===== config.mk =====
export PLATFORM = sky130hd
export DESIGN_NAME = ps2_mouse_device_top
export DESIGN_NICKNAME = d
export VERILOG_FILES = /design/src/rtl/ps2md_pkg.sv /design/src/rtl/ps2md_out.sv /design/src/rtl/ps2_mouse_device_top.sv
export SDC_FILE = /design/constraint.sdc
export NUM_CORES = 1
export LEC_CHECK = 0
export ABC_AREA = 0
export BUFFER_PORTS_ARGS = -buffer_cell sky130_fd_sc_hd__buf_2
export CAP_MARGIN = 30
export CORE_MARGIN = 5
export CORE_UTILIZATION = 50
export CTS_BUF_LIST = sky130_fd_sc_hd__clkbuf_16
export DETAILED_ROUTE_END_ITERATION = 8
export HOLD_SLACK_MARGIN = 0.06
export PLACE_DENSITY = 0.67
export REMOVE_ABC_BUFFERS = 1
export SKIP_CTS_REPAIR_TIMING = 1
export SYNTH_ARGS = -nofsm -noshare
export SYNTH_HDL_FRONTEND = slang
export SYNTH_SLANG_ARGS = --single-unit

===== constraint.sdc =====
create_clock -name clk -period 8.55 [get_ports clk]
set_input_delay 1.2825 -clock clk [delete_from_list [all_inputs] [get_ports clk]]
set_output_delay 1.2825 -clock clk [all_outputs]
set_load 0.03 [all_outputs]

===== src/rtl/ps2md_pkg.sv =====
// Package for the PS/2 mouse device block: types, constants and packet helpers.
`default_nettype none
package ps2md_pkg;

  localparam int AccLimit = 2048;
  localparam int AccW = $clog2(AccLimit) + 1;
  // scaled packet values reach twice the counter range, plus the negated minimum
  localparam int ScW = AccW + 2;
  localparam int MaxBytes = 5;
  localparam int CntW = 3;

  typedef enum logic [1:0] {
    OP_HOST   = 2'd0,
    OP_MOTION = 2'd1,
    OP_FRAME  = 2'd2,
    OP_NONE   = 2'd3
  } opcode_t;

  typedef enum logic [1:0] {
    PEND_NONE = 2'd0,
    PEND_RES  = 2'd1,
    PEND_RATE = 2'd2
  } pend_t;

  localparam logic [1:0] PROTO_STD   = 2'd0;
  localparam logic [1:0] PROTO_WHEEL = 2'd1;
  localparam logic [1:0] PROTO_FIVE  = 2'd2;

  localparam logic [0:0] REG_MAX_PROTOCOL = 1'b0;
  localparam logic [0:0] REG_FORCE_SQUISH = 1'b1;

  localparam logic [7:0] BYTE_ACK  = 8'hFA;
  localparam logic [7:0] BYTE_BAT  = 8'hAA;
  localparam logic [7:0] CMD_SETRES  = 8'hE8;
  localparam logic [7:0] CMD_SCALE1  = 8'hE6;
  localparam logic [7:0] CMD_SCALE2  = 8'hE7;
  localparam logic [7:0] CMD_STATUS  = 8'hE9;
  localparam logic [7:0] CMD_STREAM  = 8'hEA;
  localparam logic [7:0] CMD_READ    = 8'hEB;
  localparam logic [7:0] CMD_WRAPOFF = 8'hEC;
  localparam logic [7:0] CMD_WRAPON  = 8'hEE;
  localparam logic [7:0] CMD_REMOTE  = 8'hF0;
  localparam logic [7:0] CMD_GETID   = 8'hF2;
  localparam logic [7:0] CMD_SETRATE = 8'hF3;
  localparam logic [7:0] CMD_ENABLE  = 8'hF4;
  localparam logic [7:0] CMD_DISABLE = 8'hF5;
  localparam logic [7:0] CMD_DEFAULT = 8'hF6;
  localparam logic [7:0] CMD_DEV_RESET = 8'hFF;

  localparam logic [7:0] RATE_DEFAULT = 8'd100;
  localparam logic [3:0] RES_DEFAULT  = 4'd4;

  // one stage of the result buffer
  typedef struct packed {
    logic [CntW-1:0] cnt;
    logic [MaxBytes-1:0][7:0] bytes;
  } obuf_t;

  // map protocol select to the ID byte
  function automatic logic [7:0] proto_id(input logic [1:0] p);
    case (p)
      PROTO_WHEEL: proto_id = 8'd3;
      PROTO_FIVE:  proto_id = 8'd4;
      default:     proto_id = 8'd0;
    endcase
  endfunction

  // 2:1 scaling table for small counts, doubling elsewhere
  function automatic logic signed [ScW-1:0] scale21(input logic signed [ScW-1:0] d);
    case (d)
      -ScW'(5): scale21 = -ScW'(9);
      -ScW'(4): scale21 = -ScW'(6);
      -ScW'(3): scale21 = -ScW'(3);
      -ScW'(2): scale21 = -ScW'(1);
      -ScW'(1): scale21 = -ScW'(1);
      ScW'(1):  scale21 = ScW'(1);
      ScW'(2):  scale21 = ScW'(1);
      ScW'(3):  scale21 = ScW'(3);
      ScW'(4):  scale21 = ScW'(6);
      ScW'(5):  scale21 = ScW'(9);
      default:  scale21 = d <<< 1;
    endcase
  endfunction

endpackage
`default_nettype wire


===== src/rtl/ps2md_out.sv =====
// Result buffer: holds one item's bytes and streams them out one beat each.
`default_nettype none
module ps2md_out
  import ps2md_pkg::*;
(
  input  wire logic        clk,
  input  wire logic        rst_n,
  input  wire logic        load,
  input  wire obuf_t       load_data,
  output logic             busy,
  output logic             out_tvalid,
  input  wire logic        out_tready,
  output logic [7:0]       out_tdata,   // out_byte
  output logic             out_tlast
);

  logic [CntW-1:0] cnt_r, cnt_nxt;
  logic [CntW-1:0] pos_r, pos_nxt;
  logic [MaxBytes-1:0][7:0] bytes_r;

  assign out_tvalid = (cnt_r != '0);
  assign out_tdata  = bytes_r[pos_r];
  assign out_tlast  = (pos_r == cnt_r - CntW'(1));
  assign busy       = out_tvalid && !(out_tready && out_tlast);

  // advance position per beat, reload when the run is done
  always_comb begin
    cnt_nxt = cnt_r;
    pos_nxt = pos_r;
    if (out_tvalid && out_tready) begin
      if (out_tlast) begin
        cnt_nxt = '0;
        pos_nxt = '0;
      end else begin
        pos_nxt = pos_r + CntW'(1);
      end
    end
    if (load) begin
      cnt_nxt = load_data.cnt;
      pos_nxt = '0;
    end
  end

  always_ff @(posedge clk) begin
    if (!rst_n) begin
      cnt_r <= '0;
      pos_r <= '0;
    end else begin
      cnt_r <= cnt_nxt;
      pos_r <= pos_nxt;
    end
  end

  always_ff @(posedge clk) begin
    if (load) bytes_r <= load_data.bytes;
  end

  a_pos_in_range: assert property (@(posedge clk) disable iff (!rst_n)
    out_tvalid |-> pos_r < cnt_r) else $error("position beyond count");
  a_cnt_max: assert property (@(posedge clk) disable iff (!rst_n)
    cnt_r <= CntW'(MaxBytes)) else $error("byte count too large");
  a_load_idle: assert property (@(posedge clk) disable iff (!rst_n)
    load |-> !busy) else $error("load while run in progress");

endmodule
`default_nettype wire


===== src/rtl/ps2_mouse_device_top.sv =====
// Top level of the PS/2 mouse device: command handling, counters and packet build.
// Path: an input register holds each item, then the result buffer sends its bytes.
// Throughput: one item per cycle for items that give no bytes, once earlier bytes
// are out; an item of n bytes (up to 5) holds the output for n serializer beats.
// Reset: synchronous active-low rst_n restores all mode state and clears the counters.
`default_nettype none
module ps2_mouse_device_top
  import ps2md_pkg::*;
(
  input  wire logic        clk,
  input  wire logic        rst_n,
  input  wire logic        in_tvalid,
  output logic             in_tready,
  input  wire logic [39:0] in_tdata,   // host_byte, move_x, move_y, move_wheel,
                                       // button_bits
  input  wire logic [1:0]  in_tuser,   // opcode
  output logic             out_tvalid,
  input  wire logic        out_tready,
  output logic [7:0]       out_tdata,  // out_byte
  output logic             out_tlast,  // last
  input  wire logic        cfg_we,
  input  wire logic [0:0]  cfg_index,
  input  wire logic [1:0]  cfg_wdata
);

  // configuration
  logic [1:0] max_protocol_r;
  logic       force_squish_r;

  always_ff @(posedge clk) begin
    if (!rst_n) begin
      max_protocol_r <= '0;
      force_squish_r <= 1'b0;
    end else if (cfg_we) begin
      case (cfg_index)
        REG_MAX_PROTOCOL: max_protocol_r <= cfg_wdata;
        REG_FORCE_SQUISH: force_squish_r <= cfg_wdata[0];
        default: ;
      endcase
    end
  end

  // input register
  logic        iv_r;
  logic [38:0] id_r;
  logic [1:0]  iu_r;
  logic        obusy;

  assign in_tready = !iv_r || !obusy;

  always_ff @(posedge clk) begin
    if (!rst_n) iv_r <= 1'b0;
    else if (in_tready) iv_r <= in_tvalid;
  end

  always_ff @(posedge clk) begin
    if (in_tready && in_tvalid) begin
      id_r <= in_tdata[38:0];
      iu_r <= in_tuser;
    end
  end

  // the input stage only moves when the output can take it
  logic fire;
  assign fire = iv_r && !obusy;

  // unpack fields
  logic [1:0]        f_op;
  logic [7:0]        f_hb;
  logic signed [8:0] f_mx, f_my;
  logic signed [7:0] f_mw;
  logic [4:0]        f_btn;
  assign f_op  = iu_r;
  assign f_hb  = id_r[7:0];
  assign f_mx  = id_r[16:8];
  assign f_my  = id_r[25:17];
  assign f_mw  = id_r[33:26];
  assign f_btn = id_r[38:34];

  // state
  logic signed [AccW-1:0] acc_x_r, acc_x_nxt, acc_y_r, acc_y_nxt;
  logic signed [7:0] acc_w_r, acc_w_nxt;
  logic [4:0] btn_r, btn_nxt;
  logic [1:0] proto_r, proto_nxt, uw_r, uw_nxt, uf_r, uf_nxt;
  logic [7:0] rate_r, rate_nxt;
  logic [3:0] res_r, res_nxt;
  logic scale_r, scale_nxt, rep_r, rep_nxt, rem_r, rem_nxt, wrap_r, wrap_nxt;
  logic dr_r, dr_nxt;
  pend_t pend_r, pend_nxt;
  obuf_t ob;

  // visible buttons
  function automatic logic [4:0] vis(input logic [4:0] b, input logic sq,
                                     input logic [1:0] p);
    if (sq || p != PROTO_FIVE) vis = {2'b00, |b[4:2], b[1:0]};
    else vis = b;
  endfunction

  // packet build from current counters
  logic [7:0] pk_b0, pk_dx, pk_dy, pk_b3;
  logic       pk_scale;
  logic signed [ScW-1:0] dx0, dy0, dx1, dy1;
  logic [4:0] vb_cur;

  always_comb begin
    vb_cur = vis(btn_r, force_squish_r, proto_r);
    dx0 = ScW'(acc_x_r);
    dy0 = -ScW'(acc_y_r);
    dx1 = pk_scale ? scale21(dx0) : dx0;
    dy1 = pk_scale ? scale21(dy0) : dy0;
    pk_b0 = {5'b00001, vb_cur[2:0]};
    if (proto_r == PROTO_FIVE) begin
      if (dx1 > 255) dx1 = ScW'(255);
      if (dx1 < -255) dx1 = -ScW'(255);
      if (dy1 > 255) dy1 = ScW'(255);
      if (dy1 < -255) dy1 = -ScW'(255);
    end else begin
      if (dx1 > 255 || dx1 < -255) pk_b0[6] = 1'b1;
      if (dy1 > 255 || dy1 < -255) pk_b0[7] = 1'b1;
    end
    if (dx1 < 0) pk_b0[4] = 1'b1;
    if (dy1 < 0) pk_b0[5] = 1'b1;
    pk_dx = dx1[7:0];
    pk_dy = dy1[7:0];
    if (proto_r == PROTO_WHEEL) pk_b3 = acc_w_r;
    else if (acc_w_r > 7) pk_b3 = {2'b00, vb_cur[4:3], 4'h7};
    else if (acc_w_r < -8) pk_b3 = {2'b00, vb_cur[4:3], 4'h8};
    else pk_b3 = {2'b00, vb_cur[4:3], acc_w_r[3:0]};
  end

  // rate-parameter path: new rate and unlock progress
  logic [7:0] nr;
  logic       rate_ok;
  logic [1:0] uw_a, uf_a, pr_a;
  logic [7:0] sw, sf;

  always_comb begin
    rate_ok = (f_hb == 8'd10) || (f_hb == 8'd20) || (f_hb == 8'd40) ||
              (f_hb == 8'd60) || (f_hb == 8'd80) || (f_hb == 8'd100) ||
              (f_hb == 8'd200);
    nr   = rate_ok ? f_hb : RATE_DEFAULT;
    uw_a = rate_ok ? uw_r : 2'd0;
    uf_a = rate_ok ? uf_r : 2'd0;
    pr_a = proto_r;
    case (uw_a)
      2'd1:    sw = 8'd100;
      2'd2:    sw = 8'd80;
      default: sw = 8'd200;
    endcase
    if (max_protocol_r == 2'd1 || max_protocol_r == 2'd2) begin
      if (uw_a == 2'd3) uw_a = 2'd0;
      if (sw != nr) uw_a = 2'd0;
      else if (uw_a == 2'd2) begin
        pr_a = PROTO_WHEEL; uw_a = 2'd0; uf_a = 2'd0;
      end else uw_a = uw_a + 2'd1;
    end
    case (uf_a)
      2'd1:    sf = 8'd200;
      2'd2:    sf = 8'd80;
      default: sf = 8'd200;
    endcase
    if (max_protocol_r == 2'd2) begin
      if (uf_a == 2'd3) uf_a = 2'd0;
      if (sf != nr) uf_a = 2'd0;
      else if (uf_a == 2'd2) begin
        pr_a = PROTO_FIVE; uw_a = 2'd0; uf_a = 2'd0;
      end else uf_a = uf_a + 2'd1;
    end
  end

  // motion sums
  logic signed [AccW:0] sx, sy;
  logic signed [8:0]    sw9;
  always_comb begin
    sx  = (AccW+1)'(acc_x_r) + (AccW+1)'(f_mx);
    sy  = (AccW+1)'(acc_y_r) + (AccW+1)'(f_my);
    sw9 = 9'(acc_w_r) + 9'(f_mw);
  end

  // main next-state and result bytes
  always_comb begin
    acc_x_nxt = acc_x_r; acc_y_nxt = acc_y_r; acc_w_nxt = acc_w_r;
    btn_nxt = btn_r; proto_nxt = proto_r; uw_nxt = uw_r; uf_nxt = uf_r;
    rate_nxt = rate_r; res_nxt = res_r; scale_nxt = scale_r; rep_nxt = rep_r;
    rem_nxt = rem_r; wrap_nxt = wrap_r; dr_nxt = dr_r; pend_nxt = pend_r;
    ob = '0;
    pk_scale = 1'b0;
    case (opcode_t'(f_op))
      OP_HOST: begin
        if (wrap_r && f_hb != CMD_DEV_RESET && f_hb != CMD_WRAPOFF) begin
          ob.cnt = 3'd1; ob.bytes[0] = f_hb;
        end else begin
          ob.cnt = 3'd1; ob.bytes[0] = BYTE_ACK;
          if (pend_r != PEND_NONE) begin
            pend_nxt = PEND_NONE;
            acc_x_nxt = '0; acc_y_nxt = '0; acc_w_nxt = '0;
            if (pend_r == PEND_RES) begin
              uw_nxt = 2'd0; uf_nxt = 2'd0;
              res_nxt = (f_hb == 8'd1 || f_hb == 8'd2 || f_hb == 8'd4 ||
                         f_hb == 8'd8) ? f_hb[3:0] : RES_DEFAULT;
            end else begin
              rate_nxt = nr; uw_nxt = uw_a; uf_nxt = uf_a; proto_nxt = pr_a;
            end
          end else begin
            case (f_hb)
              CMD_SETRES:  pend_nxt = PEND_RES;
              CMD_SETRATE: pend_nxt = PEND_RATE;
              CMD_SCALE1: begin uw_nxt = '0; uf_nxt = '0; scale_nxt = 1'b0; end
              CMD_SCALE2: begin uw_nxt = '0; uf_nxt = '0; scale_nxt = 1'b1; end
              CMD_STATUS: begin
                ob.cnt = 3'd4;
                ob.bytes[1] = {1'b0, rem_r, rep_r, scale_r, 1'b0,
                               vb_cur[0], vb_cur[2], vb_cur[1]};
                ob.bytes[2] = {4'h0, res_r};
                ob.bytes[3] = rate_r;
              end
              CMD_READ: begin
                ob.cnt = (proto_r == PROTO_WHEEL || proto_r == PROTO_FIVE) ? 3'd5 : 3'd4;
                ob.bytes[1] = pk_b0; ob.bytes[2] = pk_dx; ob.bytes[3] = pk_dy;
                ob.bytes[4] = pk_b3;
                acc_x_nxt = '0; acc_y_nxt = '0; dr_nxt = 1'b0;
                if (proto_r == PROTO_WHEEL || proto_r == PROTO_FIVE) acc_w_nxt = '0;
              end
              CMD_STREAM, CMD_WRAPOFF, CMD_WRAPON, CMD_REMOTE, CMD_ENABLE,
              CMD_DISABLE: begin
                uw_nxt = '0; uf_nxt = '0;
                acc_x_nxt = '0; acc_y_nxt = '0; acc_w_nxt = '0;
                if (f_hb == CMD_STREAM) rem_nxt = 1'b0;
                if (f_hb == CMD_REMOTE) rem_nxt = 1'b1;
                if (f_hb == CMD_WRAPOFF) wrap_nxt = 1'b0;
                if (f_hb == CMD_WRAPON) wrap_nxt = 1'b1;
                if (f_hb == CMD_ENABLE) rep_nxt = 1'b1;
                if (f_hb == CMD_DISABLE) rep_nxt = 1'b0;
              end
              CMD_GETID: begin
                ob.cnt = 3'd2; ob.bytes[1] = proto_id(proto_r);
                acc_x_nxt = '0; acc_y_nxt = '0; acc_w_nxt = '0;
              end
              CMD_DEFAULT, CMD_DEV_RESET: begin
                // defaults: rate 100 and resolution 4; unlock progress is cleared with no unlock check
                res_nxt = RES_DEFAULT; rate_nxt = RATE_DEFAULT;
                uw_nxt = '0; uf_nxt = '0;
                scale_nxt = 1'b0; rep_nxt = 1'b0; rem_nxt = 1'b0; wrap_nxt = 1'b0;
                acc_x_nxt = '0; acc_y_nxt = '0; acc_w_nxt = '0;
                if (f_hb == CMD_DEV_RESET) begin
                  proto_nxt = PROTO_STD;
                  ob.cnt = 3'd3; ob.bytes[1] = BYTE_BAT; ob.bytes[2] = 8'h00;
                end
              end
              default: ;
            endcase
          end
        end
      end
      OP_MOTION: begin
        if (sx > (AccW+1)'(AccLimit - 1)) acc_x_nxt = AccW'(AccLimit - 1);
        else if (sx < -(AccW+1)'(AccLimit)) acc_x_nxt = AccW'(-AccLimit);
        else acc_x_nxt = sx[AccW-1:0];
        if (sy > (AccW+1)'(AccLimit - 1)) acc_y_nxt = AccW'(AccLimit - 1);
        else if (sy < -(AccW+1)'(AccLimit)) acc_y_nxt = AccW'(-AccLimit);
        else acc_y_nxt = sy[AccW-1:0];
        if (acc_x_nxt != 0 || acc_y_nxt != 0) dr_nxt = 1'b1;
        btn_nxt = f_btn;
        if (vis(f_btn, force_squish_r, proto_r) != vb_cur) dr_nxt = 1'b1;
        if (proto_r == PROTO_WHEEL || proto_r == PROTO_FIVE) begin
          if (sw9 > 9'sd127) acc_w_nxt = 8'sd127;
          else if (sw9 < -9'sd128) acc_w_nxt = -8'sd128;
          else acc_w_nxt = sw9[7:0];
        end
        if (acc_w_nxt != acc_w_r) dr_nxt = 1'b1;
      end
      OP_FRAME: begin
        if (dr_r) begin
          pk_scale = scale_r;
          acc_x_nxt = '0; acc_y_nxt = '0; dr_nxt = 1'b0;
          if (proto_r == PROTO_WHEEL || proto_r == PROTO_FIVE) acc_w_nxt = '0;
          if (!wrap_r && !rem_r && rep_r) begin
            ob.cnt = (proto_r == PROTO_WHEEL || proto_r == PROTO_FIVE) ? 3'd4 : 3'd3;
            ob.bytes[0] = pk_b0; ob.bytes[1] = pk_dx; ob.bytes[2] = pk_dy;
            ob.bytes[3] = pk_b3;
          end
        end
      end
      default: ;
    endcase
  end

  always_ff @(posedge clk) begin
    if (!rst_n) begin
      acc_x_r <= '0; acc_y_r <= '0; acc_w_r <= '0; btn_r <= '0;
      proto_r <= PROTO_STD; uw_r <= '0; uf_r <= '0;
      rate_r <= RATE_DEFAULT; res_r <= RES_DEFAULT;
      scale_r <= 1'b0; rep_r <= 1'b0; rem_r <= 1'b0; wrap_r <= 1'b0;
      pend_r <= PEND_NONE; dr_r <= 1'b0;
    end else if (fire) begin
      acc_x_r <= acc_x_nxt; acc_y_r <= acc_y_nxt; acc_w_r <= acc_w_nxt;
      btn_r <= btn_nxt; proto_r <= proto_nxt; uw_r <= uw_nxt; uf_r <= uf_nxt;
      rate_r <= rate_nxt; res_r <= res_nxt;
      scale_r <= scale_nxt; rep_r <= rep_nxt; rem_r <= rem_nxt; wrap_r <= wrap_nxt;
      pend_r <= pend_nxt; dr_r <= dr_nxt;
    end
  end

  ps2md_out u_out (
    .clk        (clk),
    .rst_n      (rst_n),
    .load       (fire),
    .load_data  (ob),
    .busy       (obusy),
    .out_tvalid (out_tvalid),
    .out_tready (out_tready),
    .out_tdata  (out_tdata),
    .out_tlast  (out_tlast)
  );

  a_uw_range: assert property (@(posedge clk) disable iff (!rst_n)
    uw_r != 2'd3 && uf_r != 2'd3) else $error("unlock index out of range");
  a_proto_gate: assert property (@(posedge clk) disable iff (!rst_n)
    fire && proto_nxt == PROTO_FIVE && proto_r != PROTO_FIVE |-> max_protocol_r == 2'd2)
    else $error("five-button unlocked without permission");
  a_acc_range: assert property (@(posedge clk) disable iff (!rst_n)
    fire && opcode_t'(f_op) == OP_FRAME && dr_r |=> acc_x_r == 0 && acc_y_r == 0)
    else $error("frame did not consume counters");

endmodule
`default_nettype wire


# Yosys cells after proc, flatten, opt, wreduce, memory -nomap -nowiden
# Index checks and enable logic that the tools add are counted.
[classes] addsub=8 order_cmp=17 eq_ne=80 muxes=135 n_bitwise=6 reduce_logical=74
[ops] operator="$pmux W14 S8" n=2
[ops] operator="$mux W8" n=18
[ops] operator="$eq A14 B14 Y1 const B" n=10
[ops] operator="$mux W14" n=10
[ops] operator="$eq A8 B8 Y1 const B" n=16
[ops] operator="$mux W12" n=10
[ops] operator="$mux W2" n=36
[ops] operator="$pmux W12 S3" n=2
[ops] operator="$mux W32" n=2
[ops] operator="$pmux W32 S2" n=1
[ops] operator="$reduce_bool A32 Y1" n=2
[ops] operator="$eq A14 B2 Y1 const B" n=4
[ops] operator="$eq A14 B3 Y1 const B" n=4
[ops] operator="$lt A14 B9 Y1 const B" n=4
[ops] operator="$pmux W8 S2" n=3
[ops] operator="$pmux W8 S3" n=2
[ops] operator="$mux W35" n=1
[ops] operator="$pmux W8 S4" n=1
[ops] operator="$reduce_and A6 Y1" n=5
[ops] operator="$eq A14 B1 Y1 const B" n=2
[ops] operator="$gt A14 B9 Y1 const B" n=2
[ops] operator="$lt A14 B1 Y1 const B" n=2
[ops] operator="$add A12 B9 Y13" n=2
[ops] operator="$gt A13 B12 Y1 const B" n=2
[ops] operator="56 further kinds" n=177
[word_totals] ff_bits=153 in_bits=50 out_inout_bits=11 elab_cells=347

# Logic depth before layout (Yosys ltp)
[logic_depth] word_depth=24 ltp_mapped=24

# By module
# From an unflattened synthesis, not the netlist that was laid out.
[hier_totals] hier_cells=1260 area_unflattened_um2=11081.9
[modules_own_cells] module="ps2_mouse_device_top" instances=1 cells_each=1157 area_per_inst_um2=9182.6 seq_area_each_um2=2552.4
[modules_own_cells] module="ps2md_out" instances=1 cells_each=103 area_per_inst_um2=1899.3 seq_area_each_um2=1321.3

# Worst setup path after synthesis
# No wires, ideal clock.
[synth_path] path_type="in2reg" from="in out_tready" to="reg rem_r" arrival_time_ps=4482 setup_slack_ps=3992 path_stages=9 path_cell_list="a41oi_1 o22ai_1 and2_1 clkbuf_1 nand3_1 nor4_1 nand2_1 or3_1 a21boi_0"
[synth_via] elab_chain_cells=6
[synth_lines] item="from (decl)" line_no="ps2_mouse_device_top.sv:18" text="input wire logic out_tready,"
[synth_lines] item="$logic_and A1 B1 Y1" line_no="ps2md_out.sv:24" text="assign busy = out_tvalid && !(out_tready && out_tlast);"
[synth_lines] item="$logic_not A1 Y1" line_no="ps2md_out.sv:24"
[synth_lines] item="$logic_and A1 B1 Y1" line_no="ps2md_out.sv:24"
[synth_lines] item="$logic_not A1 Y1" line_no="ps2_mouse_device_top.sv:65" text="assign fire = iv_r && !obusy;"
[synth_lines] item="$logic_and A1 B1 Y1" line_no="ps2_mouse_device_top.sv:65"
[synth_lines] item="named net fire" line_no="ps2_mouse_device_top.sv:64" text="logic fire;"
[synth_lines] item="$reduce_and A6 Y1 (no source line)"
[synth_lines] item="to (signal assigned)" line_no="ps2_mouse_device_top.sv:299" text="scale_r <= scale_nxt; rep_r <= rep_nxt; rem_r <= rem_nxt; wrap_r <= wrap_nxt;"
[synth_lines] item="to (decl)" line_no="ps2_mouse_device_top.sv:87" text="logic scale_r, scale_nxt, rep_r, rep_nxt, rem_r, rem_nxt, wrap_r, wrap_nxt;"
# The timed path passes the listed nets, and every way through them passes these cells.
# A chain may end at the register's enable or synchronous reset.

# Final worst setup path
[layout_path] from="reg id_r[3]" to="reg uf_r[1]"
[layout_via] elab_chain_cells=24 word_cells_on_any_way=58 cone_classes="add/sub: 1; eq/ne: 28; mux: 17; bitwise: 1; reduce/logical: 11"
[layout_lines] item="from (decl)" line_no="ps2_mouse_device_top.sv:45" text="logic [38:0] id_r;"
[layout_lines] item="from (signal assigned)" line_no="ps2_mouse_device_top.sv:58" text="id_r <= in_tdata[38:0];"
[layout_lines] item="$eq A8 B4 Y1 / $eq A8 B5 Y1 (equally long branches)" line_no="ps2_mouse_device_top.sv:138" text="rate_ok = (f_hb == 8'd10) || (f_hb == 8'd20) || (f_hb == 8'd40) ||"
[layout_lines] item="$logic_or A1 B1 Y1 (3 in a row)" line_no="ps2_mouse_device_top.sv:138"
[layout_lines] item="$logic_or A1 B1 Y1 (3 in a row)" line_no="ps2_mouse_device_top.sv:139" text="(f_hb == 8'd60) || (f_hb == 8'd80) || (f_hb == 8'd100) ||"
[layout_lines] item="$mux W2" line_no="ps2_mouse_device_top.sv:142" text="uw_a = rate_ok ? uw_r : 2'd0;"
[layout_lines] item="$eq A2 B2 Y1" line_no="ps2_mouse_device_top.sv:151" text="if (uw_a == 2'd3) uw_a = 2'd0;"
[layout_lines] item="$mux W2" line_no="ps2_mouse_device_top.sv:151"
[layout_lines] item="$mux W2" line_no="ps2_mouse_device_top.sv:150" text="if (max_protocol_r == 2'd1 || max_protocol_r == 2'd2) begin"
[layout_lines] item="$eq A2 B2 Y1" line_no="ps2_mouse_device_top.sv:153" text="else if (uw_a == 2'd2) begin"
[layout_lines] item="[4 not listed]"
[layout_lines] item="$mux W2" line_no="ps2_mouse_device_top.sv:163" text="if (uf_a == 2'd3) uf_a = 2'd0;"
[layout_lines] item="$mux W2" line_no="ps2_mouse_device_top.sv:162" text="if (max_protocol_r == 2'd2) begin"
[layout_lines] item="$add A2 B1 Y2 / $eq A2 B2 Y1 (equally long branches)" line_no="ps2_mouse_device_top.sv:167, ps2_mouse_device_top.sv:165"
[layout_lines] item="$mux W2" line_no="ps2_mouse_device_top.sv:165" text="else if (uf_a == 2'd2) begin"
[layout_lines] item="$mux W2" line_no="ps2_mouse_device_top.sv:164" text="if (sf != nr) uf_a = 2'd0;"
[layout_lines] item="$mux W2" line_no="ps2_mouse_device_top.sv:162"
[layout_lines] item="$mux W2" line_no="ps2_mouse_device_top.sv:197" text="if (pend_r == PEND_RES) begin"
[layout_lines] item="$mux W2" line_no="ps2_mouse_device_top.sv:194" text="if (pend_r != PEND_NONE) begin"
[layout_lines] item="to (signal assigned)" line_no="ps2_mouse_device_top.sv:297" text="btn_r <= btn_nxt; proto_r <= proto_nxt; uw_r <= uw_nxt; uf_r <= uf_nxt;"
[layout_lines] item="to (decl)" line_no="ps2_mouse_device_top.sv:84" text="logic [1:0] proto_r, proto_nxt, uw_r, uw_nxt, uf_r, uf_nxt;"
# Several ways; a longest one is shown, not always the timed one. The select of a mux whose other input is x is not followed.

==> results.md <==
- Core Box Area: 21,200 sq um
- Ys async rst share: 0%
- CP max FO: 23
- Row count: 53
- Synthesis-stage register bit count: 153
- WP data required: 8.91 ns
- Post-Syn Area: 10,800 sq um
- Initial Util: 51.1%
- Initial antenna violation count: 0
- Startpoint types: flop
- First-pass GRT wire length: 47,300 um
- HPWL after DPL: 21,400 um
- PwrDens: 150 nW/um^2
- Area after DPL: 11,200 sq um
- Layout cell share with drive strength beyond 1: 10.2%
- P_leak: 4.32 nW
- FF/Latch Area: 3870 sq um
- Setup TNS Final: 0 ns
- Root buf cell: clkbuf_16
- Place WS: 3.54 ns
- Count leader, synth: nand2_1
- Synth unique cells: 84
- Max Cap Viol: 0
- Worst Hold Class: reg -> reg
- Slew @ Worst Pin: 0.966 ns
- Clock Tree Buf Depth: 2
- Yosys Warn Count: 0
- Hold Violations, Final: 0
- Total power: 1.77 mW
- TritonCTS clock tree: yes
- Cells after Synth: 1,274
- Worst hold margin: 0.467 ns
- Vias in the first global route: 8,883
- Post-synth EDFFs: 81
- Status: finished, final reports clean
- Worst Slack Setup Final: 3.52 ns
- Die Wd: 157 um
- Area delta synth->final: 9.22%
- Via Count: 9,630
- Clock transition at the registers of the reported paths: 0.06 ns
- Final cycle utilization of the critical path: 58.8%
- CP endpoint kind: flop
- Critical Path AT: 5.39 ns
- Avg Cell Area, Syn: 8.48 sq um
- Die Height: 157 um
- RSZ-0062 raised after global routing: false
- Multi-input logic area: 6450 sq um
- PortBufs: 59
- List of most frequent post-synthesis cells: 125 x nand2_1, 118 x nor2_1, 93 x o21ai_0
- Area contributors post-synth: edfxtp_1 23%, dfxtp_1 13%, ha_1 6.5%
- Clk Latency, worst-skew pair: 0.44 ns
- Utilization after layout: 55.8%
- Die Area: 24,700 sq um
- Antenna Nets Post-Route: 0
- Cell accounting for the most synthesized area: edfxtp_1
- Main flop type after synthesis: edfxtp_1
- Tmin final: 5.03 ns
- DRT Pass-1 Iters: 6
- Global route overflow: 0
- Pin count of the biggest net entering global routing: 52
- DRT iter0 DRCs: 951
- Clock sinks: 153
- Final Slew Violations: 0
- Fillers: 1,984
- DRC viols: 0
- Non-Filler Cell Area, Final: 11,800 sq um
- Crit Path Class: reg -> reg
- Final WL: 29,100 um
- Final setup viols: 0
- Sequential share of the synthesized area: 35.8%
- Relative slew slack: 35.5%
- All-Layer GR Usage: 24.0%
- Layout Nets: 1,394
- H-tree Lvls: 4
- IO Pins: 61
- Wire per inst: 18.5 um
- Number of diodes: 0
- CTS Buf Count: 17
- Via density: 6.12
- Cell Count Post-Placement: 1,541
- Fin cells: 1,573
- Fmax: 199 MHz
- Area share of the leading cell type in the synthesized netlist: 22.5%
- Worst VDD drop: 0.000130 V
- Clock Skews: 0.0130 ns
- Final GP Congestion: 0.952
final cells by class:
cell class / count / share of cell area (%)
clock inverter: 12 / 0.678
inverter: 52 / 1.65
sequential: 153 / 32.8
multi-input combinational: 993 / 54.6
tap: 275 / 2.92
clock buffer: 20 / 4.24
timing repair buffer: 68 / 3.07
registers in the layout, summed over array words and instances, names as in the netlist, 4 cells and up:
register,cells
id_r,39
acc_w_r,8
u_out.bytes_r,40
btn_r,5
res_r,4
rate_r,8
acc_x_r,12
acc_y_r,12
kinds of logic after synthesis:
group / synth area share [%]
XOR/XNOR: 3.89
AND/OR/NAND/NOR: 22.6
multiplexers: 3.26
flip-flops: 35.8
adder cells (fa/ha/maj): 7.41
buffers and inverters: 4.65
AO/OA/AOI/OAI: 22.3
placed cells by master (no fill, tap or decap), types with 7 or more instances in the layout:
master	count
nor2b_1	28
xnor2_1	31
xor2_1	17
a21o_1	9
buf_4	9
a21boi_0	18
nand3_1	32
o221ai_1	10
inv_1	52
mux2i_1	15
mux4_2	8
ha_1	56
nand2_1	125
dfxtp_1	72
nor3b_1	14
or2_2	10
and2_1	25
a211oi_1	18
o31ai_1	7
or3_1	13
nand2b_1	24
o21ai_0	93
o22ai_1	19
and3_1	16
buf_2	59
a31oi_1	8
edfxtp_1	81
nor4_1	12
clkbuf_16	20
nor2_1	118
nand4_1	8
nor3_1	32
a21oi_1	89
a22oi_1	13
layer usage:
metal  part of all wire, %  wire length, um  track usage, %  vias to the layer above
met2                    44            12800            36.4                      367
li1                      -                -               -                     4716
met4                   2.2              636            7.21                        0
met1                    46            13400            34.8                     4508
met3                   7.7             2240            4.67                       39
met5                     0                0               0                        -
critical path: stages (launching register included):
cell and delay, ns:
edfxtp_1 0.90, nor3b_1 0.70, nand3b_1 0.19, a211o_1 0.32, a31oi_1 0.17, or2_2 0.25
and2_1 0.20, inv_1 0.05, ha_1 0.23, xnor2_1 0.16, nand2_1 0.07, a21oi_1 0.23
nand3_1 0.20, and3_1 0.24, ha_1 0.22, o21ai_0 0.18, nand3_1 0.09, nor2_1 0.18
and2_1 0.17, o21ai_0 0.07, a21oi_1 0.15
path summary, 6_finish.rpt:
| check | start | endpoint | slack, ns | depth (start not counted) |
|---|---|---|---|---|
| max | id_r[3]$_DFFE_PP_ | uf_r[1]$_SDFFE_PN0P_ | 3.52 | 20 |
| min | res_r[3]$_SDFFE_PN0P_ | res_r[3]$_SDFFE_PN0P_ | 0.47 | 2 |
| max reg2reg | id_r[3]$_DFFE_PP_ | uf_r[1]$_SDFFE_PN0P_ | 3.52 | 20 |
| min reg2reg | res_r[3]$_SDFFE_PN0P_ | res_r[3]$_SDFFE_PN0P_ | 0.47 | 2 |
power by group:
part           total [mW]  leakage, nW  internal, mW  switching (mW)
clock               0.748        0.296         0.426           0.322
sequential          0.818         1.37         0.796          0.0217
combinational       0.205         2.66        0.0812           0.123
total                1.77         4.32          1.30           0.467
Power figures use the tool's default switching activity.
